--- config.mk ---
export PLATFORM = sky130hd
export DESIGN_NAME = line_sensor_centroid_tracker
export DESIGN_NICKNAME = d
export VERILOG_FILES = /design/src/rtl/core/lsct_pkg.sv /design/src/rtl/core/line_sensor_centroid_tracker.sv
export VERILOG_INCLUDE_DIRS = /design/src /design/src/rtl/core
export SDC_FILE = /design/constraint.sdc
export NUM_CORES = 1
export LEC_CHECK = 0
export BUFFER_PORTS_ARGS = -buffer_cell sky130_fd_sc_hd__buf_2
export CORE_ASPECT_RATIO = 2
export CORE_UTILIZATION = 50
export CTS_BUF_LIST = sky130_fd_sc_hd__clkbuf_8
export CTS_CLUSTER_SIZE = 24
export DETAILED_ROUTE_END_ITERATION = 16
export GPL_ROUTABILITY_DRIVEN = 1
export HOLD_SLACK_MARGIN = 0.02
export PLACE_DENSITY = 0.74
export SYNTH_ARGS = -nofsm -noshare
export SYNTH_HDL_FRONTEND = slang
export SYNTH_SLANG_ARGS = --single-unit
--- constraint.sdc ---
create_clock -name i_clk -period 7.1 [get_ports i_clk]
set_clock_uncertainty 0.1 [all_clocks]
set_input_delay 0.71 -clock i_clk [delete_from_list [all_inputs] [get_ports i_clk]]
set_output_delay 0.71 -clock i_clk [all_outputs]
set_load 0.05 [all_outputs]
--- src/rtl/core/line_sensor_centroid_tracker_defines.svh ---
// Assertion macros shared by the line sensor centroid tracker RTL.
`ifndef LINE_SENSOR_CENTROID_TRACKER_DEFINES_SVH
`define LINE_SENSOR_CENTROID_TRACKER_DEFINES_SVH

// Same-cycle implication, sampled on i_clk, off while reset is held.
`define LSCT_ASSERT_NOW(lbl, ante, cons, msg) \
    lbl: assert property (@(posedge i_clk) disable iff (!i_rst_n) (ante) |-> (cons)) \
        else $error(msg);

// Next-cycle implication, sampled on i_clk, off while reset is held.
`define LSCT_ASSERT_NEXT(lbl, ante, cons, msg) \
    lbl: assert property (@(posedge i_clk) disable iff (!i_rst_n) (ante) |=> (cons)) \
        else $error(msg);

`endif

--- src/rtl/core/lsct_pkg.sv ---
// Widths, limits, track codes and the sensor weight table of the centroid tracker.
package lsct_pkg;

    localparam int SENSORS    = 8;
    localparam int IDX_W      = $clog2(SENSORS);
    localparam int TAG_W      = 16;
    localparam int MASK_W     = 8;
    localparam int STRENGTH_W = 10;
    localparam int COUNT_W    = 4;
    localparam int SUM_W      = 13;
    localparam int SUMRAW_W   = 14;
    localparam int POS_W      = 14;
    localparam int ACC_W      = 25;
    localparam int MAG_W      = 24;
    localparam int CNT_W      = 5;
    localparam int DIV_STEPS  = MAG_W;

    localparam logic [SUM_W-1:0] STRENGTH_CAP = 13'd8000;
    localparam logic [MAG_W-1:0] POS_LIMIT    = 24'd7000;

    localparam logic [1:0] TRK_NORMAL    = 2'd0;
    localparam logic [1:0] TRK_LOST      = 2'd1;
    localparam logic [1:0] TRK_ALL_BLACK = 2'd2;
    localparam logic [1:0] TRK_INVALID   = 2'd3;

    function automatic logic signed [POS_W-1:0] sensor_weight(input logic [IDX_W-1:0] idx);
        logic signed [POS_W-1:0] w;
        case (idx)
            3'd0:    w = -14'sd7000;
            3'd1:    w = -14'sd5000;
            3'd2:    w = -14'sd3000;
            3'd3:    w = -14'sd1000;
            3'd4:    w = 14'sd1000;
            3'd5:    w = 14'sd3000;
            3'd6:    w = 14'sd5000;
            default: w = 14'sd7000;
        endcase
        return w;
    endfunction

endpackage

--- src/rtl/core/line_sensor_centroid_tracker.sv ---
// A normal frame runs the 8-step multiply-accumulate, a check state, the 24-step
// restoring divider and a fix-up state before its result is loaded into the output
// register; lost or all-black frames skip the divider, invalid frames skip all of it.
// Frames are taken only while idle, and a result waits while the output slot is occupied.
// A new frame is taken while the previous result still waits in the output register.
// Reset (synchronous, active low) clears the sequencer, output valid and the held position.
`include "line_sensor_centroid_tracker_defines.svh"

module line_sensor_centroid_tracker (
    input  logic                                   i_clk,
    input  logic                                   i_rst_n,
    input  logic                                   i_in_valid,
    output logic                                   o_in_ready,
    input  logic [lsct_pkg::TAG_W-1:0]             i_frame_tag,
    input  logic [lsct_pkg::MASK_W-1:0]            i_valid_bits,
    input  logic [lsct_pkg::MASK_W-1:0]            i_black_bits,
    input  logic [lsct_pkg::STRENGTH_W-1:0]        i_strength_0,
    input  logic [lsct_pkg::STRENGTH_W-1:0]        i_strength_1,
    input  logic [lsct_pkg::STRENGTH_W-1:0]        i_strength_2,
    input  logic [lsct_pkg::STRENGTH_W-1:0]        i_strength_3,
    input  logic [lsct_pkg::STRENGTH_W-1:0]        i_strength_4,
    input  logic [lsct_pkg::STRENGTH_W-1:0]        i_strength_5,
    input  logic [lsct_pkg::STRENGTH_W-1:0]        i_strength_6,
    input  logic [lsct_pkg::STRENGTH_W-1:0]        i_strength_7,
    output logic                                   o_out_valid,
    input  logic                                   i_out_ready,
    output logic [lsct_pkg::TAG_W-1:0]             o_result_tag,
    output logic [1:0]                             o_track_state,
    output logic [lsct_pkg::MASK_W-1:0]            o_black_echo,
    output logic [lsct_pkg::COUNT_W-1:0]           o_black_total,
    output logic [lsct_pkg::SUM_W-1:0]             o_strength_total,
    output logic signed [lsct_pkg::POS_W-1:0]      o_line_position,
    output logic signed [lsct_pkg::POS_W-1:0]      o_steer_error
);

    typedef enum logic [2:0] {
        ST_IDLE,
        ST_ACC,
        ST_CHK,
        ST_DIV,
        ST_FIX,
        ST_OUT
    } t_state;

    t_state r_state, n_state;

    logic [lsct_pkg::CNT_W-1:0]           r_cnt, n_cnt;
    logic [lsct_pkg::TAG_W-1:0]           r_tag, n_tag;
    logic [lsct_pkg::MASK_W-1:0]          r_black, n_black;
    logic [lsct_pkg::COUNT_W-1:0]         r_blacks, n_blacks;
    logic [lsct_pkg::STRENGTH_W-1:0]      r_str [lsct_pkg::SENSORS];
    logic [lsct_pkg::STRENGTH_W-1:0]      n_str [lsct_pkg::SENSORS];
    logic [lsct_pkg::SUMRAW_W-1:0]        r_sum, n_sum;
    logic signed [lsct_pkg::ACC_W-1:0]    r_acc, n_acc;
    logic [lsct_pkg::SUM_W-1:0]           r_sum_cl, n_sum_cl;
    logic [lsct_pkg::SUMRAW_W-1:0]        r_rem, n_rem;
    logic [lsct_pkg::MAG_W-1:0]           r_quo, n_quo;
    logic                                 r_neg, n_neg;
    logic [1:0]                           r_res_state, n_res_state;
    logic signed [lsct_pkg::POS_W-1:0]    r_res_pos, n_res_pos;
    logic signed [lsct_pkg::POS_W-1:0]    r_last_pos, n_last_pos;

    logic                                 r_out_valid, n_out_valid;
    logic [lsct_pkg::TAG_W-1:0]           r_o_tag, n_o_tag;
    logic [1:0]                           r_o_state, n_o_state;
    logic [lsct_pkg::MASK_W-1:0]          r_o_black, n_o_black;
    logic [lsct_pkg::COUNT_W-1:0]         r_o_blacks, n_o_blacks;
    logic [lsct_pkg::SUM_W-1:0]           r_o_sum, n_o_sum;
    logic signed [lsct_pkg::POS_W-1:0]    r_o_pos, n_o_pos;

    logic                                 w_in_acc;
    logic [lsct_pkg::COUNT_W-1:0]         w_pop;
    logic signed [lsct_pkg::POS_W-1:0]    w_wt;
    logic signed [lsct_pkg::STRENGTH_W:0] w_s;
    logic signed [lsct_pkg::ACC_W-1:0]    w_prod;
    logic [lsct_pkg::SUM_W-1:0]           w_sum_cl;
    logic [lsct_pkg::MAG_W-1:0]           w_mag;
    logic [lsct_pkg::SUMRAW_W-1:0]        w_trial;
    logic [lsct_pkg::SUMRAW_W-1:0]        w_dvs;
    logic [lsct_pkg::SUMRAW_W-1:0]        w_diff;
    logic                                 w_ge;
    logic [lsct_pkg::MAG_W-1:0]           w_qsat;
    logic [lsct_pkg::POS_W-1:0]           w_qmag;
    logic signed [lsct_pkg::POS_W-1:0]    w_fix_pos;

    assign o_in_ready       = (r_state == ST_IDLE);
    assign w_in_acc         = i_in_valid && o_in_ready;
    assign o_out_valid      = r_out_valid;
    assign o_result_tag     = r_o_tag;
    assign o_track_state    = r_o_state;
    assign o_black_echo     = r_o_black;
    assign o_black_total    = r_o_blacks;
    assign o_strength_total = r_o_sum;
    assign o_line_position  = r_o_pos;
    assign o_steer_error    = r_o_pos;

    always_comb begin
        w_pop = '0;
        for (int k = 0; k < lsct_pkg::SENSORS; k++) begin
            w_pop = w_pop + lsct_pkg::COUNT_W'(i_black_bits[k]);
        end
    end

    // Shared multiply-accumulate: the head of the strength shift line times its weight.
    assign w_wt   = lsct_pkg::sensor_weight(r_cnt[lsct_pkg::IDX_W-1:0]);
    assign w_s    = $signed({1'b0, r_str[0]});
    assign w_prod = w_wt * w_s;

    assign w_sum_cl = (r_sum > lsct_pkg::SUMRAW_W'(lsct_pkg::STRENGTH_CAP))
                      ? lsct_pkg::STRENGTH_CAP : r_sum[lsct_pkg::SUM_W-1:0];
    assign w_mag    = r_acc[lsct_pkg::ACC_W-1] ? lsct_pkg::MAG_W'(-r_acc)
                                               : lsct_pkg::MAG_W'(r_acc);

    // Restoring divider step: one quotient bit per cycle.
    assign w_trial = {r_rem[lsct_pkg::SUM_W-1:0], r_quo[lsct_pkg::MAG_W-1]};
    assign w_dvs   = {1'b0, r_sum_cl};
    assign w_diff  = w_trial - w_dvs;
    assign w_ge    = (w_trial >= w_dvs);

    assign w_qsat    = (r_quo > lsct_pkg::POS_LIMIT) ? lsct_pkg::POS_LIMIT : r_quo;
    assign w_qmag    = w_qsat[lsct_pkg::POS_W-1:0];
    assign w_fix_pos = r_neg ? $signed(~w_qmag + 1'b1) : $signed(w_qmag);

    always_comb begin
        n_state     = r_state;
        n_cnt       = r_cnt;
        n_tag       = r_tag;
        n_black     = r_black;
        n_blacks    = r_blacks;
        n_str       = r_str;
        n_sum       = r_sum;
        n_acc       = r_acc;
        n_sum_cl    = r_sum_cl;
        n_rem       = r_rem;
        n_quo       = r_quo;
        n_neg       = r_neg;
        n_res_state = r_res_state;
        n_res_pos   = r_res_pos;
        n_last_pos  = r_last_pos;
        n_out_valid = r_out_valid && !i_out_ready;
        n_o_tag     = r_o_tag;
        n_o_state   = r_o_state;
        n_o_black   = r_o_black;
        n_o_blacks  = r_o_blacks;
        n_o_sum     = r_o_sum;
        n_o_pos     = r_o_pos;

        unique case (r_state)
            ST_IDLE: begin
                if (w_in_acc) begin
                    n_tag    = i_frame_tag;
                    n_black  = i_black_bits;
                    n_blacks = w_pop;
                    n_str[0] = i_strength_0;
                    n_str[1] = i_strength_1;
                    n_str[2] = i_strength_2;
                    n_str[3] = i_strength_3;
                    n_str[4] = i_strength_4;
                    n_str[5] = i_strength_5;
                    n_str[6] = i_strength_6;
                    n_str[7] = i_strength_7;
                    n_sum    = '0;
                    n_acc    = '0;
                    n_cnt    = '0;
                    if (&i_valid_bits) begin
                        n_state = ST_ACC;
                    end else begin
                        n_res_state = lsct_pkg::TRK_INVALID;
                        n_sum_cl    = '0;
                        n_res_pos   = '0;
                        n_state     = ST_OUT;
                    end
                end
            end
            ST_ACC: begin
                n_sum = r_sum + lsct_pkg::SUMRAW_W'(r_str[0]);
                n_acc = r_acc + w_prod;
                // advance the shift line so the next sensor sits at the head
                for (int k = 0; k < lsct_pkg::SENSORS - 1; k++) begin
                    n_str[k] = r_str[k+1];
                end
                n_cnt = r_cnt + 1'b1;
                if (r_cnt == lsct_pkg::CNT_W'(lsct_pkg::SENSORS - 1)) begin
                    n_state = ST_CHK;
                end
            end
            ST_CHK: begin
                n_sum_cl = w_sum_cl;
                if (&r_black) begin
                    n_res_state = lsct_pkg::TRK_ALL_BLACK;
                    n_res_pos   = '0;
                    n_state     = ST_OUT;
                end else if ((r_blacks == '0) || (w_sum_cl == '0)) begin
                    n_res_state = lsct_pkg::TRK_LOST;
                    n_res_pos   = r_last_pos;
                    n_state     = ST_OUT;
                end else begin
                    n_rem   = '0;
                    n_quo   = w_mag;
                    n_neg   = r_acc[lsct_pkg::ACC_W-1];
                    n_cnt   = '0;
                    n_state = ST_DIV;
                end
            end
            ST_DIV: begin
                n_rem = w_ge ? w_diff : w_trial;
                n_quo = {r_quo[lsct_pkg::MAG_W-2:0], w_ge};
                n_cnt = r_cnt + 1'b1;
                if (r_cnt == lsct_pkg::CNT_W'(lsct_pkg::DIV_STEPS - 1)) begin
                    n_state = ST_FIX;
                end
            end
            ST_FIX: begin
                n_res_state = lsct_pkg::TRK_NORMAL;
                n_res_pos   = w_fix_pos;
                n_last_pos  = w_fix_pos;
                n_state     = ST_OUT;
            end
            ST_OUT: begin
                // hold until the output register is free or being emptied
                if (!r_out_valid || i_out_ready) begin
                    n_out_valid = 1'b1;
                    n_o_tag     = r_tag;
                    n_o_state   = r_res_state;
                    n_o_black   = r_black;
                    n_o_blacks  = r_blacks;
                    n_o_sum     = r_sum_cl;
                    n_o_pos     = r_res_pos;
                    n_state     = ST_IDLE;
                end
            end
            default: begin
                n_state = ST_IDLE;
            end
        endcase
    end

    always_ff @(posedge i_clk) begin
        if (!i_rst_n) begin
            r_state     <= ST_IDLE;
            r_cnt       <= '0;
            r_last_pos  <= '0;
            r_out_valid <= 1'b0;
        end else begin
            r_state     <= n_state;
            r_cnt       <= n_cnt;
            r_last_pos  <= n_last_pos;
            r_out_valid <= n_out_valid;
        end
        r_tag       <= n_tag;
        r_black     <= n_black;
        r_blacks    <= n_blacks;
        r_str       <= n_str;
        r_sum       <= n_sum;
        r_acc       <= n_acc;
        r_sum_cl    <= n_sum_cl;
        r_rem       <= n_rem;
        r_quo       <= n_quo;
        r_neg       <= n_neg;
        r_res_state <= n_res_state;
        r_res_pos   <= n_res_pos;
        r_o_tag     <= n_o_tag;
        r_o_state   <= n_o_state;
        r_o_black   <= n_o_black;
        r_o_blacks  <= n_o_blacks;
        r_o_sum     <= n_o_sum;
        r_o_pos     <= n_o_pos;
    end

    `LSCT_ASSERT_NOW(a_invalid_zero,
        o_out_valid && (o_track_state == lsct_pkg::TRK_INVALID),
        (o_strength_total == '0) && (o_line_position == '0),
        "invalid frame result not zeroed")
    `LSCT_ASSERT_NOW(a_all_black_mask,
        o_out_valid && (o_track_state == lsct_pkg::TRK_ALL_BLACK),
        (o_black_echo == 8'hFF) && (o_line_position == '0),
        "all-black result inconsistent")
    `LSCT_ASSERT_NOW(a_pos_range, o_out_valid,
        (o_line_position <= 14'sd7000) && (o_line_position >= -14'sd7000),
        "line position out of range")
    `LSCT_ASSERT_NOW(a_sum_cap, o_out_valid,
        o_strength_total <= lsct_pkg::STRENGTH_CAP, "strength total above cap")
    `LSCT_ASSERT_NEXT(a_busy_after_accept, i_in_valid && o_in_ready, !o_in_ready,
        "ready stayed high after a frame transaction")

endmodule
==> impl_metrics.csv <==
group,metric,value,unit
status,status,"finished, final reports clean",
setup_path,critPathCaptureType,"flop",
die,die-height,270,um
synthesis,synth_seq_cells,291,
routing,routed_wirelength,40200,um
die,floorplan.initialDensity,51.0,%
sta,rsz_0062_raised_after_global_routing,"no",
synthesis,number_of_flops_mapped_to_enable_cells_by_yosys,268,
synthesis,leading_area_contributor_after_synthesis,"edfxtp_1",
sta,final_sum_of_negative_setup_slack,0,ns
global_routing,grt_overflow_total,0,
routing,routed_wire_length_per_instance,18.1,um
sta,tightestPinTransition,1.17,ns
synthesis,synthesis.area,0.0180,mm2
die,die-width,136,um
setup_path,critical_path_class,"flop to flop",
clock_tree,cts_setup_buffers,0,
sta,timing.final.hold_violations,0,
finish,post-route-cell-area,0.0201,mm2
finish,post-route-util,57.1,%
placement,global_placement_routability_congestion,0.915,
synthesis,yosys.area.top_type_share,44.8,%
clock_tree,clock_tree.buffer_depth,3,
sta,setup-violations-final,0,
synthesis,synth_sequential_area_ratio,47.4,%
synthesis,count_of_synthesis_stage_warnings_from_yosys,0,
setup_path,cp.arrival,6.93,ns
synthesis,cells_after_synthesis,1560,
clock_tree,clock_latency,0.58,ns
setup_path,crit_path_start_kind,"flop",
finish,drive_above_1_share,15.5,%
synthesis,synth_top_cells_by_area,"edfxtp_1 45%, fa_1 14%, ha_1 6.2%",
global_routing,vias_in_the_first_global_route,13000,
global_routing,pin_count_of_the_biggest_net_entering_global_routing,85,
synthesis,synth.avg_cell_area,11.5,um2
clock_tree,count_of_h_tree_levels_built_during_cts,2,
synthesis,syn_nets,1895,
sta,maxSlewHeadroom,22.0,%
placement,post-dp-hpwl,31300,um
sta,finalMaxSlewViolations,0,
routing,detailedRoute.firstPassIterationCount,7,
sta,period_needed,6.72,ns
clock_tree,inserted_clock_buffers,42,
flow_run,drv_cap,0,
synthesis,ys_async_sr_fraction,0,%
routing,post-route-drc-count,0,
setup_path,worst_ep_required_time,7.32,ns
die,floorplan.rows,97,
hold_path,min-delay-path-class,"input port to flop",
placement,dpl-instance-area,0.0193,mm2
sta,hold-worst-slack,0.206,ns
sta,post-route-period-util,94.6,%
sta,fmax,0.149,GHz
routing,vias_per_cell,5.49,
synthesis,synth.distinct_cells,63,
die,die_area,0.0367,mm2
finish,area_growth_syn_to_layout,11.9,%
routing,detailedRoute.firstIterationViolations,537,
routing,dr_total_vias,12200,
finish,nNetsFinal,2076,
routing,ant_nets,0,
global_routing,antenna_found_initial,7,
clock_tree,count_of_clock_tree_sinks,291,
setup_path,crit_fanout,10,
synthesis,top_flip_flop_cell_by_instance_count_after_synthesis,"edfxtp_1",
placement,io_buffers,188,
setup_path,rrSetupSlack,0.38,ns
global_routing,globalRouteTotalUtil,22.8,%
global_routing,grt_first_pass_wirelength,64500,um
clock_tree,cts_tree,"built",
die,ioPinCount,189,
finish,fill_cells,2911,
clock_tree,clkTransAtPathRegs,0.07,ns
die,placeableCoreArea,0.0352,mm2
clock_tree,cts_root_buffer,"clkbuf_8",
## cell usage after synthesis (all sizes together) (4+ instances only)
cell type  count
or4            5
nand3         11
a31oi         10
a21boi        12
o41ai          5
nor2b         15
a311oi         4
a211oi        10
nand2b        11
edfxtp       268
nand2        121
a22o          72
a21oi         44
inv          238
dfxtp         23
or3           14
o21ai         60
mux2i         10
nor2         101
and2          53
xor2          22
or2            5
buf           20
and3           8
o211ai         5
o31ai          8
nor4           7
fa           130
a21o          14
nand4         11
clkbuf        42
ha            89
xnor2         45
o21a          16
nor3          20
## logic make-up after synthesis
kind of cell | Yosys count | share of synthesized area, %
compound gates | 288 | 11.3
xor+xnor | 67 | 3.27
fa+ha+maj | 219 | 20.7
buf+inv | 300 | 6.57
flops | 291 | 47.4
mux | 10 | 0.557
simple gates | 385 | 10.3
## worst max-delay path: stages (launching register included)
cell and delay, ns:
dfxtp_1 0.42, ha_1 0.24, ha_1 0.28, inv_1 0.08, a21oi_1 0.71, nand2_1 0.18
fa_1 0.44, inv_1 0.10, fa_1 0.41, fa_1 0.52, fa_1 0.57, inv_1 0.06
fa_1 0.54, inv_1 0.04, ha_1 0.35, a21oi_1 0.32, nand2_1 0.13, o211ai_1 0.27
a31oi_1 0.21, a41oi_1 0.30, xnor2_1 0.15, nor2_1 0.05
## metal layers
metal / routed length (um) / track usage, % / up-vias
li1: - / - / 5712
met1: 12900 / 20.9 / 6042
met2: 23700 / 45.4 / 350
met3: 1460 / 2.67 / 104
met4: 2070 / 13.8 / 0
met5: 0 / 0 / -
## state kept, by name (all words and copies together) (netlist names), 14 cells and up
name	cells
r_tag	16
r_last_pos	14
o_line_position	14
r_str	80
r_quo	24
r_res_pos	14
r_acc	22
r_sum	14
o_result_tag	16
## cell type report
| cell class | count | area (um2) | area share, % |
|---|---|---|---|
| inverter | 238 | 893 | 4.44 |
| sequential | 291 | 8510 | 42.3 |
| tap | 445 | 557 | 2.77 |
| timing repair buffer | 199 | 1020 | 5.09 |
| antenna | 7 | 17.5 | 0.0871 |
| clock inverter | 28 | 168 | 0.834 |
| clock buffer | 45 | 619 | 3.08 |
| multi-input combinational | 969 | 8310 | 41.4 |
## path summary, 6_finish.rpt
| path | startpoint | endpoint | depth (start not counted) |
|---|---|---|---|
| worst min-delay path | i_frame_tag[12] | r_tag[12] | 1 |
| worst min register to register | r_tag[5] | o_result_tag[5] | 0 |
| worst max-delay path | r_cnt[1] | r_acc[24] | 21 |
| worst max register to register | r_cnt[1] | r_acc[24] | 21 |
## placed cells by master (no fill, tap or decap), types with 4 or more instances in the layout
cell type    n
mux2i_1     10
edfxtp_1   268
or3_1       11
nor3_1      19
o211ai_1     5
nand2b_1    11
a211oi_1    10
a31oi_1     10
inv_1      252
or2_2        4
diode_2      7
xnor2_1     45
buf_2      188
a21o_1      14
nor4_1       7
o21ai_0     56
buf_4       11
nand3_1     11
clkinv_2     6
a311oi_1     4
a21boi_0    11
o41ai_1      5
a21oi_1     44
or4_1        4
nand2_1    121
o21a_1      16
and2_1      52
nor2_1     100
ha_1        89
nor2b_1     14
clkbuf_8    45
o31ai_1      8
nand4_1     11
xor2_1      22
dfxtp_1     23
fa_1       130
and3_1       7
a22o_1      72
## metrics by stage
step / cells / setup WS (ns)
2_1_floorplan: 1560 / 0.893
6_report: 2222 / 0.382
5_1_grt: 2222 / 0.0197
3_5_place_dp: 2142 / 0.458
3_3_place_gp: 2142 / 0.623
4_1_cts: 2215 / 0.438
## repair_timing
| action | in CTS | in global routing |
|---|---|---|
| hold buffers | 0 | 0 |
| resized for setup | 0 | 1 |
| endpoints found under the setup margin | 0 | 2 |
| endpoints found under the hold margin | 0 | 0 |
Power is not shown: default switching activity piles up to over one toggle a cycle in this logic, so the estimate is an artifact.
